===== config.mk =====
export PLATFORM = sky130hd
export DESIGN_NAME = half_step_stepper_sequencer
export DESIGN_NICKNAME = d
export VERILOG_FILES = /design/src/hw/rtl/hsss_pkg.sv /design/src/hw/rtl/half_step_stepper_sequencer.sv
export SDC_FILE = /design/constraint.sdc
export NUM_CORES = 1
export LEC_CHECK = 0
export BUFFER_PORTS_ARGS = -buffer_cell sky130_fd_sc_hd__buf_4
export CORE_ASPECT_RATIO = 1.4
export CORE_MARGIN = 3
export CORE_UTILIZATION = 59
export CTS_CLUSTER_DIAMETER = 120
export DETAILED_ROUTE_END_ITERATION = 8
export MAX_ROUTING_LAYER = met4
export PLACE_DENSITY = 0.93
export SLEW_MARGIN = 20
export SYNTH_ARGS = -nofsm -noshare
export SYNTH_HDL_FRONTEND = slang
export SYNTH_SLANG_ARGS = --single-unit

===== constraint.sdc =====
create_clock -name clock -period 6.93 [get_ports clock]
set_input_delay 2.079 -clock clock [delete_from_list [all_inputs] [get_ports clock]]
set_output_delay 2.079 -clock clock [all_outputs]
set_load 0.005 [all_outputs]

===== src/hw/rtl/hsss_pkg.sv =====
// package: constants, types and the half-step coil table of the stepper sequencer
`timescale 1ns / 1ps
`default_nettype none

package hsss_pkg;

   localparam int TIMER_WIDTH = 24;

   localparam int SPR_WIDTH     = 15;
   localparam int PERIOD_WIDTH  = 24;
   localparam int STEPS_WIDTH   = 16;
   localparam int COIL_WIDTH    = 4;
   localparam int PHASE_WIDTH   = 3;
   localparam int CSR_ADDR_WIDTH = 3;
   localparam int CSR_DATA_WIDTH = 32;
   localparam int REQ_DATA_WIDTH = 16;
   localparam int RSP_DATA_WIDTH = 40;

   localparam logic [SPR_WIDTH-1:0]    SPR_RESET    = 15'd4096;
   localparam logic [PERIOD_WIDTH-1:0] PERIOD_RESET = 24'd977;

   // register index, taken from paddr[2]
   typedef enum logic {
      REG_STEPS_PER_REV = 1'b0,
      REG_STEP_PERIOD   = 1'b1
   } reg_index_type;

   typedef enum logic {
      REQ_TICK = 1'b0,
      REQ_MOVE = 1'b1
   } req_kind_type;

   typedef struct packed {
      logic                   stepped;
      logic                   busy_res;
      logic [STEPS_WIDTH-1:0] steps_remaining;
      logic [SPR_WIDTH-1:0]   position;
      logic [COIL_WIDTH-1:0]  coils;
   } rsp_type;

   function automatic logic [COIL_WIDTH-1:0] half_step_coils(input logic [PHASE_WIDTH-1:0] phase);
      logic [COIL_WIDTH-1:0] pattern;
      unique case (phase)
         3'd0: pattern = 4'h1;
         3'd1: pattern = 4'h3;
         3'd2: pattern = 4'h2;
         3'd3: pattern = 4'h6;
         3'd4: pattern = 4'h4;
         3'd5: pattern = 4'hC;
         3'd6: pattern = 4'h8;
         3'd7: pattern = 4'h9;
         default: pattern = '0;
      endcase
      return pattern;
   endfunction

endpackage

`default_nettype wire


===== src/hw/rtl/half_step_stepper_sequencer.sv =====
// top level: half-step sequencer for a four-coil stepper, stream in and out, apb registers
//
//  channel  | direction | beat contents
//  req_     | in        | tdata: move_steps; tuser: req_type (0 tick, 1 move)
//  rsp_     | out       | tdata: coils, position, steps_remaining, busy_res, stepped
//  csr_     | in/out    | apb: steps_per_rev at 0x0, step_period at 0x4
//
// one beat accepted per cycle unless rsp_ stalls; a request beat passes through the
// input register, then the state update and result register
// reset is synchronous; registers return to 4096 / 977, motor idle, timer saturated
// a stall on rsp_ holds the result register and the input register, then req_tready falls
`timescale 1ns / 1ps
`default_nettype none

module half_step_stepper_sequencer (
   input  wire logic                                clock,
   input  wire logic                                reset,
   // move_steps[15:0]
   input  wire logic [hsss_pkg::REQ_DATA_WIDTH-1:0] req_tdata,
   // req_type[0]
   input  wire logic                                req_tuser,
   input  wire logic                                req_tvalid,
   output logic                                     req_tready,
   // coils[3:0], position[18:4], steps_remaining[34:19], busy_res[35], stepped[36], zero[39:37]
   output logic [hsss_pkg::RSP_DATA_WIDTH-1:0]      rsp_tdata,
   output logic                                     rsp_tvalid,
   input  wire logic                                rsp_tready,
   input  wire logic                                csr_psel,
   input  wire logic                                csr_penable,
   input  wire logic                                csr_pwrite,
   input  wire logic [hsss_pkg::CSR_ADDR_WIDTH-1:0] csr_paddr,
   input  wire logic [hsss_pkg::CSR_DATA_WIDTH-1:0] csr_pwdata,
   output logic [hsss_pkg::CSR_DATA_WIDTH-1:0]      csr_prdata,
   output logic                                     csr_pready
);

   localparam int TW = hsss_pkg::TIMER_WIDTH;
   localparam int SW = hsss_pkg::SPR_WIDTH;
   localparam int NW = hsss_pkg::STEPS_WIDTH;

   // configuration registers
   logic [SW-1:0]                       spr_ff, spr_in;
   logic [hsss_pkg::PERIOD_WIDTH-1:0]   period_ff, period_in;
   logic                                csr_write;
   hsss_pkg::reg_index_type             csr_index;

   // input register
   logic                                in_valid_ff, in_valid_in;
   logic [NW-1:0]                       in_steps_ff, in_steps_in;
   hsss_pkg::req_kind_type              in_kind_ff, in_kind_in;

   // motor state
   logic [SW-1:0]                       pos_ff, pos_in;
   logic                                dir_ff, dir_in;
   logic [NW-1:0]                       rem_ff, rem_in;
   logic [TW-1:0]                       elapsed_ff, elapsed_in;
   logic [hsss_pkg::COIL_WIDTH-1:0]     coil_ff, coil_in;

   // result register
   logic                                out_valid_ff, out_valid_in;
   hsss_pkg::rsp_type                   out_ff, out_in;

   logic                                advance;
   logic                                take_step;
   logic [TW-1:0]                       elapsed_inc;
   logic [SW:0]                         pos_plus;
   logic [SW-1:0]                       pos_step;
   logic [NW-1:0]                       move_mag;
   logic [SW-1:0]                       spr_last;

   assign csr_pready = 1'b1;
   assign csr_write  = csr_psel && csr_penable && csr_pwrite && csr_pready;
   assign csr_index  = hsss_pkg::reg_index_type'(csr_paddr[2]);

   always_comb begin
      spr_in    = spr_ff;
      period_in = period_ff;
      if (csr_write) begin
         unique case (csr_index)
            hsss_pkg::REG_STEPS_PER_REV: spr_in    = csr_pwdata[SW-1:0];
            hsss_pkg::REG_STEP_PERIOD:   period_in = csr_pwdata[hsss_pkg::PERIOD_WIDTH-1:0];
            default: ;
         endcase
      end
   end

   always_comb begin
      unique case (csr_index)
         hsss_pkg::REG_STEPS_PER_REV:
            csr_prdata = {{(hsss_pkg::CSR_DATA_WIDTH-SW){1'b0}}, spr_ff};
         hsss_pkg::REG_STEP_PERIOD:
            csr_prdata = {{(hsss_pkg::CSR_DATA_WIDTH-hsss_pkg::PERIOD_WIDTH){1'b0}}, period_ff};
         default: csr_prdata = '0;
      endcase
   end

   // handshakes
   assign advance    = in_valid_ff && (!out_valid_ff || rsp_tready);
   assign req_tready = !in_valid_ff || advance;

   always_comb begin
      in_valid_in = in_valid_ff;
      in_steps_in = in_steps_ff;
      in_kind_in  = in_kind_ff;
      if (req_tready) begin
         in_valid_in = req_tvalid;
         in_steps_in = req_tdata;
         in_kind_in  = hsss_pkg::req_kind_type'(req_tuser);
      end
      out_valid_in = out_valid_ff;
      if (advance) begin
         out_valid_in = 1'b1;
      end else if (rsp_tready) begin
         out_valid_in = 1'b0;
      end
   end

   // state update
   assign elapsed_inc = (elapsed_ff == {TW{1'b1}}) ? elapsed_ff : elapsed_ff + 1'b1;
   assign take_step   = (in_kind_ff == hsss_pkg::REQ_TICK) && (rem_ff != '0)
                        && ({{(32-TW){1'b0}}, elapsed_inc}
                            >= {{(32-hsss_pkg::PERIOD_WIDTH){1'b0}}, period_ff});
   assign pos_plus    = {1'b0, pos_ff} + 1'b1;
   assign spr_last    = spr_ff - 1'b1;
   assign move_mag    = in_steps_ff[NW-1] ? NW'(-in_steps_ff) : in_steps_ff;

   always_comb begin
      if (spr_ff == '0) begin
         pos_step = '0;
      end else if (dir_ff) begin
         pos_step = (pos_plus >= {1'b0, spr_ff}) ? '0 : pos_plus[SW-1:0];
      end else begin
         pos_step = ((pos_ff == '0) || (pos_ff >= spr_ff)) ? spr_last : pos_ff - 1'b1;
      end
   end

   always_comb begin
      pos_in     = pos_ff;
      dir_in     = dir_ff;
      rem_in     = rem_ff;
      elapsed_in = elapsed_ff;
      coil_in    = coil_ff;
      if (advance) begin
         unique case (in_kind_ff)
            hsss_pkg::REQ_MOVE: begin
               if (in_steps_ff != '0) begin
                  dir_in = !in_steps_ff[NW-1];
                  rem_in = move_mag;
               end
            end
            hsss_pkg::REQ_TICK: begin
               elapsed_in = elapsed_inc;
               if (take_step) begin
                  elapsed_in = '0;
                  pos_in     = pos_step;
                  rem_in     = rem_ff - 1'b1;
                  coil_in    = hsss_pkg::half_step_coils(pos_step[hsss_pkg::PHASE_WIDTH-1:0]);
               end
            end
            default: ;
         endcase
         if (rem_in == '0) begin
            coil_in = '0;
         end
      end
   end

   always_comb begin
      out_in = out_ff;
      if (advance) begin
         out_in.coils           = coil_in;
         out_in.position        = pos_in;
         out_in.steps_remaining = rem_in;
         out_in.busy_res        = (rem_in != '0);
         out_in.stepped         = take_step;
      end
   end

   always_ff @(posedge clock) begin
      if (reset) begin
         spr_ff       <= hsss_pkg::SPR_RESET;
         period_ff    <= hsss_pkg::PERIOD_RESET;
         in_valid_ff  <= 1'b0;
         out_valid_ff <= 1'b0;
         pos_ff       <= '0;
         dir_ff       <= 1'b0;
         rem_ff       <= '0;
         elapsed_ff   <= '1;
         coil_ff      <= '0;
      end else begin
         spr_ff       <= spr_in;
         period_ff    <= period_in;
         in_valid_ff  <= in_valid_in;
         out_valid_ff <= out_valid_in;
         pos_ff       <= pos_in;
         dir_ff       <= dir_in;
         rem_ff       <= rem_in;
         elapsed_ff   <= elapsed_in;
         coil_ff      <= coil_in;
      end
   end

   always_ff @(posedge clock) begin
      in_steps_ff <= in_steps_in;
      in_kind_ff  <= in_kind_in;
      out_ff      <= out_in;
   end

   assign rsp_tvalid = out_valid_ff;
   assign rsp_tdata  = {{(hsss_pkg::RSP_DATA_WIDTH - $bits(hsss_pkg::rsp_type)){1'b0}}, out_ff};

   // coils are off whenever the move is done
   assert property (@(posedge clock) disable iff (reset)
      rsp_tvalid && !out_ff.busy_res |-> out_ff.coils == '0)
      else $error("coils driven with no steps remaining");

   // a step in a running move leaves a live coil pattern
   assert property (@(posedge clock) disable iff (reset)
      rsp_tvalid && out_ff.stepped && out_ff.busy_res |-> out_ff.coils != '0)
      else $error("step taken without a coil pattern");

   // a step restarts the timer
   assert property (@(posedge clock) disable iff (reset)
      advance && take_step |=> elapsed_ff == '0)
      else $error("timer not cleared after a step");

   // busy flag agrees with the remaining count
   assert property (@(posedge clock) disable iff (reset)
      rsp_tvalid |-> out_ff.busy_res == (out_ff.steps_remaining != '0))
      else $error("busy flag disagrees with remaining count");

   // a step always consumes one remaining step
   assert property (@(posedge clock) disable iff (reset)
      advance && take_step |=> rem_ff == $past(rem_ff) - 1'b1)
      else $error("remaining count not lowered by a step");

endmodule

`default_nettype wire


======== After elaboration in Yosys (flattened, before gate mapping) ========
Memory sizes are Yosys's and may differ from the RTL's.
Index checks and enable logic that the tools add are counted.
storage, ports and cells
  word-level logic and storage cells ...... 73
  ROM bits ................................ 32
  bits in writable memories ............... 0
  bits in registers ....................... 155
  output and inout port bits .............. 75
  memories ................................ 1
  latch bits .............................. 0
memories
  name             words  width  read ports  clocked after Yosys merged registers in  wr ports  line            source
  (no name shown)  8      4      1           0                                        0         hsss_pkg.sv:43  unique case (phase)
cells by class
  muxes and demuxes ....................... 22
  equal/unequal tests ..................... 1
  shifts and indexed selects .............. 0
  magnitude comparators ................... 3
  div/mod/pow operators ................... 0
  multiply operators ...................... 0
  bitwise gates (word level) .............. 2
  add/subtract/negate cells ............... 6
  reductions and logical operators ........ 22
operator list
  cell                                                count
  2-to-1 mux 15 bit                                   7
  2-to-1 mux 16 bit                                   5
  case mux 32 bit (2 select lines)                    1
  2-to-1 mux 24 bit                                   2
  nonzero test 16 bit                                 3
  case mux 16 bit (2 select lines)                    1
  zero test 15 bit                                    2
  subtractor 15 x 1 -> 15 bit, second input constant  2
  adder 24 x 1 -> 24 bit, second input constant       1
  equality test 24 bit, second input constant         1
  >= comparator 24 bit                                1
  adder 15 x 1 -> 16 bit, second input constant       1
  >= comparator 16 x 15 -> 1 bit                      1
  zero test 16 bit                                    1
  2-to-1 mux 4 bit                                    4
  negator 16 bit                                      1
  subtractor 16 x 1 -> 16 bit, second input constant  1
  >= comparator 15 bit                                1
  AND reduction 2 bit                                 3
  logical AND 1 bit                                   5
  zero test 1 bit                                     3
  logical OR 1 bit                                    3
  AND reduction 3 bit                                 1
  2-to-1 mux 1 bit                                    2
  2 further kinds                                     3

======== Logic depth before layout (Yosys ltp) ========
Gate-level depths: netlist (run 1).
  depth in word-level cells ............... 10
  gate-level depth with buffers ........... 24

======== Worst setup path before layout (run 1) ========
Ideal clock, no wire load.
  path type ............................... register to register
  start ................................... register elapsed_ff[0]
  end ..................................... register out_ff (netlist bit rsp_tdata[35]), data pin
  cell stages (with the launch flop) ...... 24
  arrival time ............................ 5.423 ns
  buffers on the path ..................... 3
  library setup time ...................... 0.272 ns
  period minus slack after synthesis ...... 5.695 ns
  path slack .............................. 1.235 ns
  cell sequence ........................... dfxtp_1 -> ha_1 -> nand2_1 -> or3_1 -> clkbuf_1 -> nor3_1 -> or3_1 -> clkbuf_1 -> nor3_1 -> and3_1 -> and3_1 -> xor2_1 -> ha_1 -> nand4_2 -> nor4_2 -> nand4_1 -> or2_0 -> buf_6 -> a2111oi_4 -> o21ai_2 -> a221oi_2 -> nand3_1 -> or4_1 -> or4_1
on the way
  word-level cells in the longest chain between the ends .. 9
  elaborated cells between the ends (all ways) .. 10
  those cells by class .................... add/sub (1); order compare (1); eq/ne (1); mux (5); reduce/logical (2)
RTL lines
  element                                                                line                                source
  start, declared                                                        half_step_stepper_sequencer.sv:56   logic [TW-1:0] elapsed_ff, elapsed_in;
  start signal, assigned                                                 half_step_stepper_sequencer.sv:198  elapsed_ff <= elapsed_in;
  adder 24 x 1 -> 24 bit / equality test 24 bit (equally long branches)  half_step_stepper_sequencer.sv:119  assign elapsed_inc = (elapsed_ff == {TW{1'b1}}) ? elapsed_ff : elapsed_ff + 1'b1;
  2-to-1 mux 24 bit (*)                                                  half_step_stepper_sequencer.sv:119
  >= comparator 24 bit (*)                                               half_step_stepper_sequencer.sv:122  >= {{(32-hsss_pkg::PERIOD_WIDTH){1'b0}}, period_ff});
  logical AND 1 bit (*)                                                  half_step_stepper_sequencer.sv:121  && ({{(32-TW){1'b0}}, elapsed_inc}
  2-to-1 mux 16 bit (*)                                                  half_step_stepper_sequencer.sv:153  if (take_step) begin
  case mux 16 bit (2 select lines) (*)                                   half_step_stepper_sequencer.sv:144  unique case (in_kind_ff)
  2-to-1 mux 16 bit (*) (2 in a row)                                     half_step_stepper_sequencer.sv:143  if (advance) begin
  nonzero test 16 bit (*)                                                half_step_stepper_sequencer.sv:174  out_in.busy_res = (rem_in != '0);
  end signal, assigned                                                   half_step_stepper_sequencer.sv:206  out_ff <= out_in;
  end, declared                                                          half_step_stepper_sequencer.sv:61   hsss_pkg::rsp_type out_ff, out_in;
Every way passes the cells marked *; elsewhere a longest branch is shown, timed or not. The select of a mux whose other input is x is not followed.
A chain may end at the register's enable or synchronous reset.

======== Final worst setup path (run 1) ========
Ends and elaborated chain as after synthesis.

==> impl_summary.md, run 1 <==
CTS
Clock-pin slew was measured on the worst setup and hold paths at roughly 0.070 ns. The TritonCTS clock tree is yes. The root cell of the clock tree is sky130_fd_sc_hd__clkbuf_16.

The post-CTS setup-driven buffer insertion count is 0. After clock tree synthesis, the flow added hold-fix buffers numbering 0. The number of buffers created by CTS is 17.

The clock net in this run drives a total of approximately 160 sinks. The latest clock arrival within the worst-skew pair is 0.44 ns. The clock passes through at most 2 buffers.

The number of levels in the clock H-tree is 4. The post-cts resize count is 0.

STA
The count of pins over their slew limit is 0. For the final routed database, the setup TNS stands at 0 ns. The clock skew after layout is 0.0135 ns. For the pin with the worst max-slew slack, the measured transition is 1.15 ns.

The relative slew slack is 23.3%. The fraction of the cycle the final worst path needs is about nine tenths. For this run, the top clock speed supported by timing is 160 MHz. The clock period could shrink to 6.26 ns.

The hold violation count in the final report is 0. Setup repair after global routing left no endpoint under its margin. Setup violations remaining at the end of the flow were counted as 0.

Yosys
By area the synthesized netlist is led by sky130_fd_sc_hd__dfxtp_1 20%, sky130_fd_sc_hd__edfxtp_1 16%, sky130_fd_sc_hd__ha_1 7.5%. Counting every instance in the synthesized netlist gives 1197. The netlist area before placement is 0.0100 mm2.

Summing the areas of all compound-gate instances in the mapped netlist gives a little under a fifth of the synthesized area. The synthesized netlist contains 82 unique library cells. After Yosys synthesis, XOR and XNOR cells account for 5.87% of the synthesized area.

After synthesis, flip-flops and latches occupy 36.4% of the total area. The flip-flop cell with the highest count after synthesis is sky130_fd_sc_hd__dfxtp_1. The post-synthesis cell type with the largest combined area is sky130_fd_sc_hd__dfxtp_1. The top cell type by area accounts for 20.2% of the synthesized area.

The count of yosys warnings during synthesis is 0. After synthesis, the mean cell area works out to 8.35 um2. The post-synthesis sequential element count is 155. Of the total synthesized cell area, the portion taken by AND, OR, NAND and NOR gates is 22.2%. After synthesis, the largest family of logic cells by area is simple AND/OR/NAND/NOR gates. The adder-cell area share of the yosys netlist is under 10%. The number of enable flip-flop cells after synthesis is 54. The share of cell area taken by muxes after synthesis is 2.59%. The proportion of register bits with asynchronous set or reset after synthesis is 0%.

GRT
The number of antenna violations at the first check in global routing was 0. The pin count of the biggest net entering global routing is 102. Global routing used 30.1% of the available tracks across all layers.

After global routing the overflow that remains totals 0. The global-route wire length before repair is 43600 um. The number of global-route vias before repair is 8828.

Worst hold path
For hold timing, the worst endpoint is period_ff[19]$_SDFFE_PP0P_. The worst hold path begins at period_ff[19]$_SDFFE_PP0P_. The worst hold path belongs to the class register to register.

The hold-critical path depth is 2.

Route
The via count of the routed design is 9225. For this block, the routed nets add up to 27200 um of wire. The via count normalized by instance count is between 6 and 7.

The number of iterations in the first detailed-routing pass is 6. In this run the remaining antenna-violating nets after routing total 0. For this block, the initial DRC count from the detailed router was 950. The number of remaining DRC errors is 0. In the final routed layout, each cell accounts on average for 18.5 um.

Run status
The run finished with clean final reports.

Placement
The number of buffers added on ports is 111. At the end of routability-driven placement, the weighted congestion stood at around 0.94. Summed over all nets, the half-perimeter wirelength after detailed placement is 19800 um.

Power and ir drop
The cell internal power dissipation is 0.00204 W. The power spent charging and discharging nets is 0.00114 W. The analysis attributes to cell leakage a power of 4.73 nW. The part of the power in combinational logic is 35.9%.

The total power density per cell area is around 280 mW/mm2. The peak ir drop on the vdd network is around 0.17 mV. The sequential power share is 34.6%.

The part of the total power dissipated in the clock network is between 20% and 30%. Net switching is 35.8% of the power.

Floorplanning
The placement row count is 55. The core area is 0.0164 mm2. During I/O placement, the number of pins put on the boundary was 134.

The die covers 0.0186 mm2. The floorplan die height is roughly 160 um. In this run the horizontal extent of the chip is 116 um. The starting density of the core is 61.0%.

Setup path
The depth of the worst register-to-register path is 21. In this run the worst path has a maximum fanout of 9. The class of the most critical setup path is register to register. STA puts the critical path data required time at 7.11 ns. The worst setup path is launched from a register. In this run the critical register-to-register path is captured at rsp_tdata[35]$_DFFE_PP_. The worst setup path is captured at a register. In this run the critical register-to-register path is launched from elapsed_ff[0]$_SDFFE_PP1P_. Data on the critical path arrives at its endpoint at around 6.4 ns. The worst setup slack for register-to-register paths is 0.67 ns.

Cells and area
Once layout is complete, the utilization of the core stands at 69.7%. The fraction of final layout cells sized beyond drive strength 1 is between 10% and 20%. The number of nets at the end of the flow is 1380. Compared with the post-synthesis result, the final layout area differs by 14.2%. The repair_antennas step left the layout with diodes totalling 0.

Job
The count of max-cap constraint violations is 0.
cells in the mapped netlist (all sizes together) (3+ instances only):
master	instances
clkbuf	63
xnor2	42
and2	8
nor2b	31
o22ai	5
o31ai	10
a2111oi	3
nand2b	6
inv	61
o21a	5
a31oi	7
nor4	11
nor2	87
nand3b	4
buf	25
edfxtp	54
a22oi	13
a21o	9
dfxtp	101
nand2	172
a221o	24
or2	4
ha	60
or4	9
a21oi	80
o211ai	5
mux2i	18
and3	14
o2111a	3
nand3	33
and4	7
nor3	28
o21ai	78
mux2	7
a211o	8
xor2	25
nand4	20
a211oi	11
or3	10
critical path, cell delays in order, from the launching register on:
cell and delay, ns:
sky130_fd_sc_hd__dfxtp_1 0.36, sky130_fd_sc_hd__ha_1 0.24, sky130_fd_sc_hd__nand2_1 0.10, sky130_fd_sc_hd__or3_1 0.20
sky130_fd_sc_hd__nor3_1 0.07, sky130_fd_sc_hd__buf_4 0.17, sky130_fd_sc_hd__or3_1 0.45, sky130_fd_sc_hd__nor3_1 0.43
sky130_fd_sc_hd__and3_1 0.24, sky130_fd_sc_hd__and3_1 0.22, sky130_fd_sc_hd__xor2_1 0.11, sky130_fd_sc_hd__ha_1 0.34
sky130_fd_sc_hd__nand4_2 0.15, sky130_fd_sc_hd__nor4_2 0.34, sky130_fd_sc_hd__nand4_1 0.21, sky130_fd_sc_hd__or2_0 0.46
sky130_fd_sc_hd__a2111oi_4 0.44, sky130_fd_sc_hd__o21ai_2 0.09, sky130_fd_sc_hd__a221oi_2 0.40, sky130_fd_sc_hd__nand3_1 0.13
sky130_fd_sc_hd__or4_1 0.43, sky130_fd_sc_hd__or4_1 0.40
layer usage:
| metal | vias to the layer above | track usage (%) | routed length, um | part of all wire, % |
|---|---|---|---|---|
| met5 | - | - | 0 | 0 |
| met4 | 0 | 16.5 | 1500 | 5.5 |
| met3 | 106 | 5.80 | 1810 | 6.6 |
| met2 | 421 | 49.3 | 13500 | 49 |
| met1 | 4317 | 34.0 | 10500 | 38 |
| li1 | 4381 | - | - | - |
cells in the final DEF, fill, tap and decap left out, types with 14 or more instances in the layout:
cell	instances
sky130_fd_sc_hd__dfxtp_1	101
sky130_fd_sc_hd__nor2b_1	31
sky130_fd_sc_hd__nand4_1	19
sky130_fd_sc_hd__clkbuf_16	17
sky130_fd_sc_hd__mux2i_1	18
sky130_fd_sc_hd__nand2_1	172
sky130_fd_sc_hd__nand3_1	33
sky130_fd_sc_hd__a21oi_1	78
sky130_fd_sc_hd__xnor2_1	42
sky130_fd_sc_hd__nor3_1	28
sky130_fd_sc_hd__inv_1	59
sky130_fd_sc_hd__o21ai_0	73
sky130_fd_sc_hd__buf_4	123
sky130_fd_sc_hd__ha_1	60
sky130_fd_sc_hd__a221o_1	24
sky130_fd_sc_hd__and3_1	14
sky130_fd_sc_hd__nor2_1	86
sky130_fd_sc_hd__xor2_1	25
sky130_fd_sc_hd__edfxtp_1	54
cell families after synthesis:
kind of cell	after synthesis
multiplexers	25
AO/OA/AOI/OAI	286
XOR/XNOR	67
other	2
AND/OR/NAND/NOR	453
flip-flops	155
buffers and inverters	149
adder cells (fa/ha/maj)	60
through the flow:
step                std cells  total power [W]  area [um2]  hold slack, ns  setup WS, ns
finish                   1473          0.00317       11400           0.456         0.669
global route             1473          0.00334       11400           0.479         0.268
CTS                      1473          0.00316       11400           0.456         0.760
detailed placement       1441          0.00223       10800           0.447         0.827
global placement         1441          0.00220       10800           0.442         0.925
floorplan                1207          0.00193       10000           0.436          1.24
registers in the layout, indices dropped and copies added (netlist names):
name / count
rsp_tdata: 37
elapsed_ff: 24
period_ff: 24
in_steps_ff: 16
rem_ff: 16
pos_ff: 15
spr_ff: 15
coil_ff: 4
dir_ff: 1
in_kind_ff: 1
in_valid_ff: 1
rsp_tvalid: 1
how the worst max path moves through the flow:
stage	to	start	slack [ns]
after CTS	rsp_tdata[35]$_DFFE_PP_	elapsed_ff[0]$_SDFFE_PP1P_	0.76
after detailed placement	rsp_tdata[35]$_DFFE_PP_	elapsed_ff[0]$_SDFFE_PP1P_	0.83
after global placement	rsp_tdata[35]$_DFFE_PP_	elapsed_ff[0]$_SDFFE_PP1P_	0.93
after global routing	rsp_tdata[35]$_DFFE_PP_	elapsed_ff[0]$_SDFFE_PP1P_	0.27
final	rsp_tdata[35]$_DFFE_PP_	elapsed_ff[0]$_SDFFE_PP1P_	0.67
after floorplan	rsp_tdata[35]$_DFFE_PP_	elapsed_ff[0]$_SDFFE_PP1P_	1.24
area by class of cell:
| class | count | area (um2) |
|---|---|---|
| inverter | 61 | 229 |
| fill | 1222 | 4960 |
| tap | 199 | 249 |
| timing repair buffer | 123 | 923 |
| multi-input combinational | 903 | 5790 |
| sequential | 155 | 3640 |
| clock inverter | 14 | 160 |
| clock buffer | 18 | 429 |
power by group through the flow:
stage / clock [W] / combinational (W) / sequential [W]
after floorplan: 0 / 0.000852 / 0.00107
after detailed placement: 0 / 0.00111 / 0.00111
after global routing: 0.000988 / 0.00125 / 0.00111
after CTS: 0.000946 / 0.00112 / 0.00109
after global placement: 0 / 0.00109 / 0.00111
final: 0.000936 / 0.00114 / 0.00110
No activity file was read; power rests on OpenSTA's default activity.
==> run 2, diff against run 1 <==
--- a/config.mk
+++ b/config.mk
@@ -13,6 +13,7 @@
 export DETAILED_ROUTE_END_ITERATION = 8
 export MAX_ROUTING_LAYER = met4
 export PLACE_DENSITY = 0.93
+export REMOVE_ABC_BUFFERS = 1
 export SLEW_MARGIN = 20
 export SYNTH_ARGS = -nofsm -noshare
 export SYNTH_HDL_FRONTEND = slang
==> impl_summary.md, run 2 (same netlist as run 1, synthesis figures left out) <==
Route
The uppermost layer routed is met4 (unchanged). The number of nets with antenna violations after detailed routing came to 0 (unchanged). The wire length after detailed routing is 27700 um (was 27200 um).

The first-iteration detailed-routing DRC count is 1024 (was 950). The total length of routed met2 wires was 13700 um (was 13500 um). The number of remaining DRC errors is 0 (unchanged). The sum of routed wire segments on met1 is 10500 um (about the same). The routed length on met3 is 2140 um (was 1810 um).

The via count of the routed design came to 9373 (was 9225). The routed length per placed instance is 18.7 um (was 18.5 um). The via count normalized by instance count was 6.35 (was 6.26).

The number of iterations in the first detailed-routing pass is 8 (was 6).

Job
The count of max-cap constraint violations is 0 (unchanged).

Floorplanning
The die area is 0.0186 mm2 (unchanged). The starting density of the core is 61.0% (unchanged). The horizontal extent of the die is 116 um (unchanged). The core area was 0.0164 mm2 (unchanged). The number of placed I/O pins is 134 (unchanged). The placement row count is 55 (unchanged). The floorplan die height is 160 um (unchanged).

CTS
The clock slew seen by the registers of the worst setup and hold paths was 0.06 ns (was 0.07 ns). The post-cts resize count came to 0 (unchanged). The count of clock tree sinks is 155 (unchanged). The TritonCTS clock tree is yes (unchanged). The number of hold buffers added after CTS is 0 (unchanged). The number of buffers created by CTS came to 17 (unchanged). The number of levels in the clock H-tree is 4 (unchanged).

The latest clock arrival within the worst-skew pair is 0.44 ns (about the same). The root cell of the clock tree is sky130_fd_sc_hd__clkbuf_16 (unchanged). The maximum number of buffers from clock root to sink is 2 (unchanged). The post-CTS setup-driven buffer insertion count was 0 (unchanged).

Power and ir drop
The peak ir drop on the vdd network is 0.182 mV (was 0.166 mV). The cell internal power dissipation is 0.00211 W (was 0.00204 W). The part of the power in combinational logic is 35.6% (was 35.9%).

The part of the total power dissipated in the clock network came to 30.6% (was 29.5%). The total power density per cell area is 283 mW/mm2 (was 278 mW/mm2). The power spent charging and discharging nets was 0.00114 W (about the same).

The switching part of the total is 35.0% (was 35.8%). The sequential power share is 33.8% (was 34.6%). The reported leakage power came to 4.75 nW (was 4.73 nW).

Cells and area
The final non-filler cell area came to 0.0115 mm2 (was 0.0114 mm2). The most frequent standard cell in the layout excluding fill and tap cells is sky130_fd_sc_hd__nand2_1 (unchanged). The count of antenna diodes in the layout is 0 (unchanged). Most frequent cells in the layout: 172 x sky130_fd_sc_hd__nand2_1, 126 x sky130_fd_sc_hd__buf_4, 101 x sky130_fd_sc_hd__dfxtp_1 (was 172 x sky130_fd_sc_hd__nand2_1, 123 x sky130_fd_sc_hd__buf_4, 101 x sky130_fd_sc_hd__dfxtp_1). The number of flip-flops in the largest register was 37 (unchanged). The number of nets at the end of the flow is 1383 (was 1380). The fraction of final layout cells sized beyond drive strength 1 is 15.0% (was 14.7%). The layout-stage area growth over the synthesis result is 14.8% (was 14.2%). The number of inserted filler cells in the final layout is 1306 (was 1222).

STA
The clock skew after layout came to 0.00973 ns (was 0.0135 ns). The fmax is 163 MHz (was 160 MHz). The count of pins over their slew limit is 0 (unchanged).

The number of setup violations in the final report is 0 (unchanged). The hold violation count in the final report is 0 (unchanged). The fraction of the cycle the final worst path needs is 88.8% (was 90.4%). The relative slew slack came to 37.0% (was 23.3%).

The final-layout setup total negative slack came to 0 ns (unchanged). RSZ-0062 raised after global routing: false (unchanged). The shortest clock period the worst path allows after layout is 6.15 ns (was 6.26 ns). The transition time at the pin with the least slew margin is 0.942 ns (was 1.15 ns).

Worst hold path
The hold-critical path depth is 2 (unchanged). The class of the worst hold path is register to register (unchanged).

Setup path
The data arrival at the endpoint of the critical path is 6.33 ns (was 6.44 ns). The kind of end point of the critical path is a register (unchanged). The worst endpoint required time is 7.11 ns (about the same).

The largest fanout on the critical path is 9 (unchanged). The class of the most critical setup path is register to register (unchanged). The depth of the worst register-to-register path is 21 (unchanged). The kind of launch point of the worst setup path is a register (unchanged).

GRT
The overall track demand over capacity in global routing is 30.8% (was 30.1%). The pin count of the biggest net entering global routing is 87 (was 102). The number of antenna violations at the first check in global routing was 0 (unchanged).

The number of global-route vias before repair came to 8985 (was 8828). The global-route wire length before repair is 44700 um (was 43600 um). The leftover overflow at the end of global routing came to 0 (unchanged).

Placement
The routability-driven placement congestion ratio is 0.974 (was 0.943). The cell area after placement came to 0.0108 mm2 (about the same). The number of buffers added on ports is 111 (unchanged). The HPWL after detailed placement was 19900 um (was 19800 um).

Run status
Status: complete, no violations (unchanged).
[run 2: cell types whose count changed in the layout (fill, tap and decap cells not counted), sizes merged]
cell      delta
inv          -4
clkinv       -1
clkinvlp     +3
buf          +3
bufinv       +2
[run 2: final timing paths]
check | startpoint | end | slack [ns]
max reg2reg | elapsed_ff[0]$_SDFFE_PP1P_ | rsp_tdata[35]$_DFFE_PP_ | 0.78
max | elapsed_ff[0]$_SDFFE_PP1P_ | rsp_tdata[35]$_DFFE_PP_ | 0.78
min | period_ff[15]$_SDFFE_PP0P_ | period_ff[15]$_SDFFE_PP0P_ | 0.46
min reg2reg | period_ff[15]$_SDFFE_PP0P_ | period_ff[15]$_SDFFE_PP0P_ | 0.46
[run 2: routing by layer]
layer	global-route usage (%)	vias up
met5	-	-
met4	14.8	0
met3	4.25	106
met2	50.5	484
met1	36.8	4392
li1	-	4391
[run 2: final cells by class]
type	instances	area, um2	share of cell area, %
clock inverter	14	195	1.70
sequential	155	3640	31.7
tap	199	249	2.17
timing repair buffer	126	946	8.24
inverter	61	229	2.00
clock buffer	18	429	3.74
multi-input combinational	903	5780	50.4
[run 2: worst max-delay path, cell delays in order, from the launching register on]
cell and delay [ns]:
sky130_fd_sc_hd__dfxtp_1 0.37, sky130_fd_sc_hd__ha_1 0.24, sky130_fd_sc_hd__nand2_1 0.11, sky130_fd_sc_hd__or3_1 0.18
sky130_fd_sc_hd__nor3_1 0.08, sky130_fd_sc_hd__buf_4 0.17, sky130_fd_sc_hd__or3_1 0.47, sky130_fd_sc_hd__nor3_1 0.42
sky130_fd_sc_hd__and3_1 0.23, sky130_fd_sc_hd__and3_1 0.21, sky130_fd_sc_hd__xor2_1 0.09, sky130_fd_sc_hd__ha_1 0.33
sky130_fd_sc_hd__nand4_2 0.17, sky130_fd_sc_hd__nor4_2 0.38, sky130_fd_sc_hd__nand4_1 0.20, sky130_fd_sc_hd__or2_0 0.41
sky130_fd_sc_hd__a2111oi_4 0.46, sky130_fd_sc_hd__o21ai_2 0.09, sky130_fd_sc_hd__a221oi_2 0.35, sky130_fd_sc_hd__nand3_1 0.11
sky130_fd_sc_hd__or4_1 0.40, sky130_fd_sc_hd__or4_1 0.40
[run 2: through the flow]
stage | total power, W | worst slack (ns) | std cells | util (%) | hold WS [ns]
finish | 0.00325 | 0.776 | 1476 | 70.1 | 0.456
detailed placement | 0.00223 | 0.893 | 1444 | 66.2 | 0.447
global placement | 0.00219 | 1.01 | 1444 | 66.2 | 0.442
floorplan | 0.00190 | 1.10 | 1119 | - | 0.430
global route | 0.00340 | 0.314 | 1476 | 70.1 | 0.478
CTS | 0.00323 | 0.799 | 1476 | 70.1 | 0.455
[run 2: power groups by stage]
stage                     sequential [W]  clock, W  combinational (W)
after floorplan                  0.00110         0           0.000801
after global placement           0.00111         0            0.00109
after detailed placement         0.00111         0            0.00112
after CTS                        0.00109  0.000997            0.00114
after global routing             0.00110   0.00103            0.00126
final                            0.00110  0.000994            0.00116
==> run 3, diff against run 2 <==
--- a/config.mk
+++ b/config.mk
@@ -5,6 +5,7 @@
 export SDC_FILE = /design/constraint.sdc
 export NUM_CORES = 1
 export LEC_CHECK = 0
+export ABC_AREA = 1
 export BUFFER_PORTS_ARGS = -buffer_cell sky130_fd_sc_hd__buf_4
 export CORE_ASPECT_RATIO = 1.4
 export CORE_MARGIN = 3
==> impl_summary.md, run 3 <==
Run status
Status: complete, no violations (unchanged).

Floorplanning
The horizontal extent of the die came to 117 um (was 116 um). The die area came to 0.0187 mm2 (was 0.0186 mm2). The placement row count was 56 (was 55). The starting density of the core is 60.3% (was 61.0%).

The number of placed I/O pins is 134 (unchanged). The floorplan die height is 161 um (was 160 um). The core area came to 0.0167 mm2 (was 0.0164 mm2).

Placement
The HPWL after detailed placement came to 18600 um (was 19900 um). The routability-driven placement congestion ratio is 0.956 (was 0.974). The placed cell count was 1666 (was 1444).

The number of buffers added on ports is 111 (unchanged).

Setup path
The largest fanout on the critical path was 24 (was 9). The startpoint of the worst setup timing path was elapsed_ff[4]$_SDFFE_PP1P_ (was elapsed_ff[0]$_SDFFE_PP1P_). The class of the most critical setup path is register to register (unchanged). The logic depth of the worst setup path including buffers is 21 (unchanged). The worst setup slack for register-to-register paths is 1.86 ns (was 0.78 ns).

The critical path capture point is elapsed_ff[23]$_SDFFE_PP1P_ (was rsp_tdata[35]$_DFFE_PP_). Ordered list of cells on the worst path: nand2_1 -> nor2_1 -> nand2_1 -> nor2_1 -> nand2_1 -> nor3_1 -> nand2_1 -> nor2_1 -> nand2_1 -> xnor2_1 -> ha_1 -> a21oi_1 -> o21ai_0 -> nand2_1 -> nand2_1 -> nor2_1 -> nand2_2 -> nand2_8 -> clkinv_1 -> nor2_2 -> a221o_1 (was ha_1 -> nand2_1 -> or3_1 -> nor3_1 -> buf_4 -> or3_1 -> nor3_1 -> and3_1 -> and3_1 -> xor2_1 -> ha_1 -> nand4_2 -> nor4_2 -> nand4_1 -> or2_0 -> a2111oi_4 -> o21ai_2 -> a221oi_2 -> nand3_1 -> or4_1 -> or4_1). The top cell family by delay on the critical path is simple AND/OR/NAND/NOR gates (unchanged).

The launch point of the worst reg-to-reg path is elapsed_ff[4]$_SDFFE_PP1P_ (was elapsed_ff[0]$_SDFFE_PP1P_). The data arrival at the endpoint of the critical path is 5.44 ns (was 6.33 ns). The end of the worst register-to-register path is elapsed_ff[23]$_SDFFE_PP1P_ (was rsp_tdata[35]$_DFFE_PP_). The kind of launch point of the worst setup path was a register (unchanged). The worst endpoint required time is 7.30 ns (was 7.11 ns). The standard cell with the maximum stage delay on the critical path is sky130_fd_sc_hd__nor2_2 (was sky130_fd_sc_hd__or3_1).

The number of buffer and inverter stages on the critical path is 1 (unchanged). The highest cell delay on the worst timing path is 0.85 ns (was 0.47 ns). The kind of end point of the critical path is a register (unchanged). The cell type with the highest occurrence count on the critical path is sky130_fd_sc_hd__nand2_1. The depth of the worst register-to-register path came to 21 (unchanged).

Cells and area
The most frequent standard cell in the layout excluding fill and tap cells is sky130_fd_sc_hd__nand2_1 (unchanged). Most frequent cells in the layout: 356 x sky130_fd_sc_hd__nand2_1, 157 x sky130_fd_sc_hd__inv_1, 131 x sky130_fd_sc_hd__nor2_1 (was 172 x sky130_fd_sc_hd__nand2_1, 126 x sky130_fd_sc_hd__buf_4, 101 x sky130_fd_sc_hd__dfxtp_1). The number of flip-flops in the largest register was 37 (unchanged).

The final cell count without fillers was 1698 (was 1476). The count of antenna diodes in the layout was 0 (unchanged). The number of nets at the end of the flow is 1601 (was 1383). The number of inserted filler cells in the final layout is 1401 (was 1306). The fraction of final layout cells sized beyond drive strength 1 is 12.2% (was 15.0%). The layout-stage area growth over the synthesis result is 13.8% (was 14.8%).

Power and ir drop
The peak ir drop on the vdd network is 0.424 mV (was 0.182 mV). The reported leakage power is 5.61 nW (was 4.75 nW). The total power density per cell area is 522 mW/mm2 (was 283 mW/mm2).

Yosys
The netlist area before placement came to 0.0101 mm2 (was 0.0100 mm2). The proportion of register bits with asynchronous set or reset after synthesis was 0% (unchanged). The most frequent cell after synthesis is sky130_fd_sc_hd__nand2_1 (unchanged). The post-synthesis cell type with the largest combined area is sky130_fd_sc_hd__dfxtp_1 (unchanged). The mean instance size in the synthesized netlist is 7.22 um2 (was 8.35 um2). The count of yosys warnings during synthesis came to 0 (unchanged). The post-synthesis sequential element count is 155 (unchanged). The top-area cell type share of the netlist area was 20.0% (was 20.2%).

Top cells by count, synth: 356 x sky130_fd_sc_hd__nand2_1, 158 x sky130_fd_sc_hd__inv_1, 131 x sky130_fd_sc_hd__nor2_1, 105 x sky130_fd_sc_hd__a21oi_1, 101 x sky130_fd_sc_hd__dfxtp_1 (was 172 x sky130_fd_sc_hd__nand2_1, 101 x sky130_fd_sc_hd__dfxtp_1, 86 x sky130_fd_sc_hd__nor2_1, 78 x sky130_fd_sc_hd__a21oi_1, 73 x sky130_fd_sc_hd__o21ai_0). The post-synthesis instance total is 1399 (was 1197). Top post-synthesis cells by area: sky130_fd_sc_hd__dfxtp_1 20%, sky130_fd_sc_hd__edfxtp_1 16%, sky130_fd_sc_hd__nand2_1 13% (was sky130_fd_sc_hd__dfxtp_1 20%, sky130_fd_sc_hd__edfxtp_1 16%, sky130_fd_sc_hd__ha_1 7.5%). The count of unique library cells instantiated by Yosys is 46 (was 82). The sequential share of the synthesized area is 36.1% (was 36.4%).

The number of enable flip-flop cells after synthesis was 54 (unchanged). The flip-flop cell with the highest count after synthesis is sky130_fd_sc_hd__dfxtp_1 (unchanged).

GRT
The number of antenna violations at the first check in global routing was 0 (unchanged). The number of global-route vias before repair is 9064 (was 8985). The pin count of the biggest net entering global routing is 68 (was 87). The leftover overflow at the end of global routing is 0 (unchanged). The overall track demand over capacity in global routing came to 28.3% (was 30.8%). The global-route wire length before repair is 41800 um (was 44700 um).

CTS
The number of levels in the clock H-tree was 4 (unchanged). The post-cts resize count is 0 (unchanged). The clock slew seen by the registers of the worst setup and hold paths is 0.06 ns (about the same).

The number of hold buffers added after CTS is 0 (unchanged). The post-CTS setup-driven buffer insertion count is 0 (unchanged). The maximum number of buffers from clock root to sink is 2 (unchanged). The number of buffers created by CTS came to 17 (unchanged). The root cell of the clock tree is sky130_fd_sc_hd__clkbuf_16 (unchanged).

The latest clock arrival within the worst-skew pair is 0.43 ns (was 0.44 ns). The TritonCTS clock tree is yes (unchanged). The count of clock tree sinks is 155 (unchanged).

Worst hold path
The class of the worst hold path is register to register (unchanged).

Route
The first-iteration detailed-routing DRC count is 770 (was 1024). The number of remaining DRC errors was 0 (unchanged). The uppermost layer routed is met4 (unchanged). The routed length on met3 is 1240 um (was 2140 um).

The number of iterations in the first detailed-routing pass was 7 (was 8). The via count normalized by instance count was 5.56 (was 6.35). The number of nets with antenna violations after detailed routing came to 0 (unchanged).

The routed length per placed instance is 14.9 um (was 18.7 um). The via count of the routed design is 9446 (was 9373). The wire length after detailed routing is 25300 um (was 27700 um). The sum of routed wire segments on met1 is 10200 um (was 10500 um).

The total length of routed met2 wires is 12800 um (was 13700 um).

STA
The count of pins over their slew limit is 0 (unchanged). The clock skew after layout was 0.00792 ns (was 0.00973 ns). The relative slew slack is 32.2% (was 37.0%). The number of setup violations in the final report came to 0 (unchanged). The final-layout setup total negative slack is 0 ns (unchanged). The fmax is 197 MHz (was 163 MHz). RSZ-0062 raised after global routing: false (unchanged). The transition time at the pin with the least slew margin is 1.02 ns (was 0.942 ns). The fraction of the cycle the final worst path needs is 73.2% (was 88.8%).

The shortest clock period the worst path allows after layout is 5.07 ns (was 6.15 ns). The hold violation count in the final report is 0 (unchanged).

Job
The count of max-cap constraint violations is 0 (unchanged).
## run 3: cell types whose count changed after synthesis, moves of 31 or more
cell	change
sky130_fd_sc_hd__clkbuf_1	-32
sky130_fd_sc_hd__inv_1	+98
sky130_fd_sc_hd__nand2_1	+184
sky130_fd_sc_hd__nand3_1	+33
sky130_fd_sc_hd__nor2_1	+45
sky130_fd_sc_hd__nor2b_1	-31
## run 3: per-layer routing
metal | track usage (%) | vias to the layer above
li1 | - | 4747
met1 | 32.8 | 4310
met2 | 47.9 | 315
met3 | 3.81 | 74
met4 | 13.0 | 0
met5 | - | -
## run 3: worst min-delay path, delay by kind of cell (launching register included)
| family | cells | cell delay [ns] |
|---|---|---|
| buffers and inverters | 1 | 0.07 |
| DFF | 1 | 0.31 |
| AOI/OAI and AO/OA | 1 | 0.06 |
## run 3: stage by stage
| step | power [W] | setup slack (ns) | instance area (um2) | hold WS (ns) | utilization [%] |
|---|---|---|---|---|---|
| after global routing | 0.00657 | 1.44 | 11500 | 0.505 | 68.6 |
| after CTS | 0.00595 | 1.94 | 11500 | 0.480 | 68.6 |
| after global placement | 0.00487 | 2.01 | 10900 | 0.467 | 65.2 |
| after detailed placement | 0.00502 | 2.01 | 10900 | 0.472 | 65.2 |
| after floorplan | 0.00422 | 1.50 | 9810 | 0.452 | - |
| final | 0.00600 | 1.86 | 11500 | 0.476 | 68.6 |
## run 3: worst min path at each step
stage                                from                          to  slack (ns)  cells after the start
3_5_place_dp   period_ff[15]$_SDFFE_PP0P_  period_ff[15]$_SDFFE_PP0P_        0.47                      2
2_1_floorplan  period_ff[10]$_SDFFE_PP0P_  period_ff[10]$_SDFFE_PP0P_        0.45                      2
4_1_cts        period_ff[15]$_SDFFE_PP0P_  period_ff[15]$_SDFFE_PP0P_        0.48                      2
5_1_grt             coil_ff[0]$_SDFF_PP0_       coil_ff[0]$_SDFF_PP0_        0.50                      2
6_report       period_ff[18]$_SDFFE_PP0P_  period_ff[18]$_SDFFE_PP0P_        0.48                      2
3_3_place_gp    period_ff[3]$_SDFFE_PP0P_   period_ff[3]$_SDFFE_PP0P_        0.47                      2
## run 3: cells by family (layout without fill, tap and decap cells)
group / after synthesis / after routing / synth area share [%]
mux: 1 / 1 / 0.0991
simple gates: 640 / 640 / 27.2
flops: 155 / 155 / 36.1
compound gates: 254 / 254 / 14.6
xor+xnor: 58 / 58 / 5.03
fa+ha+maj: 60 / 60 / 7.43
other cells: 2 / 12 / 0.0744
buf+inv: 229 / 315 / 9.55
## run 3: where the power goes
part           switching [W]  internal (W)
clock               0.000361      0.000539
combinational        0.00256       0.00133
sequential          0.000126       0.00108
total                0.00305       0.00295
## run 3: layout make-up
cell class                 instances  area [um2]  share of cell area [%]
sequential                       155        3640                    31.7
tap                              203         254                    2.21
inverter                         169         634                    5.52
multi-input combinational       1025        5530                    48.1
timing repair buffer             114         856                    7.45
clock inverter                     5        27.5                   0.240
clock buffer                      27         547                    4.76
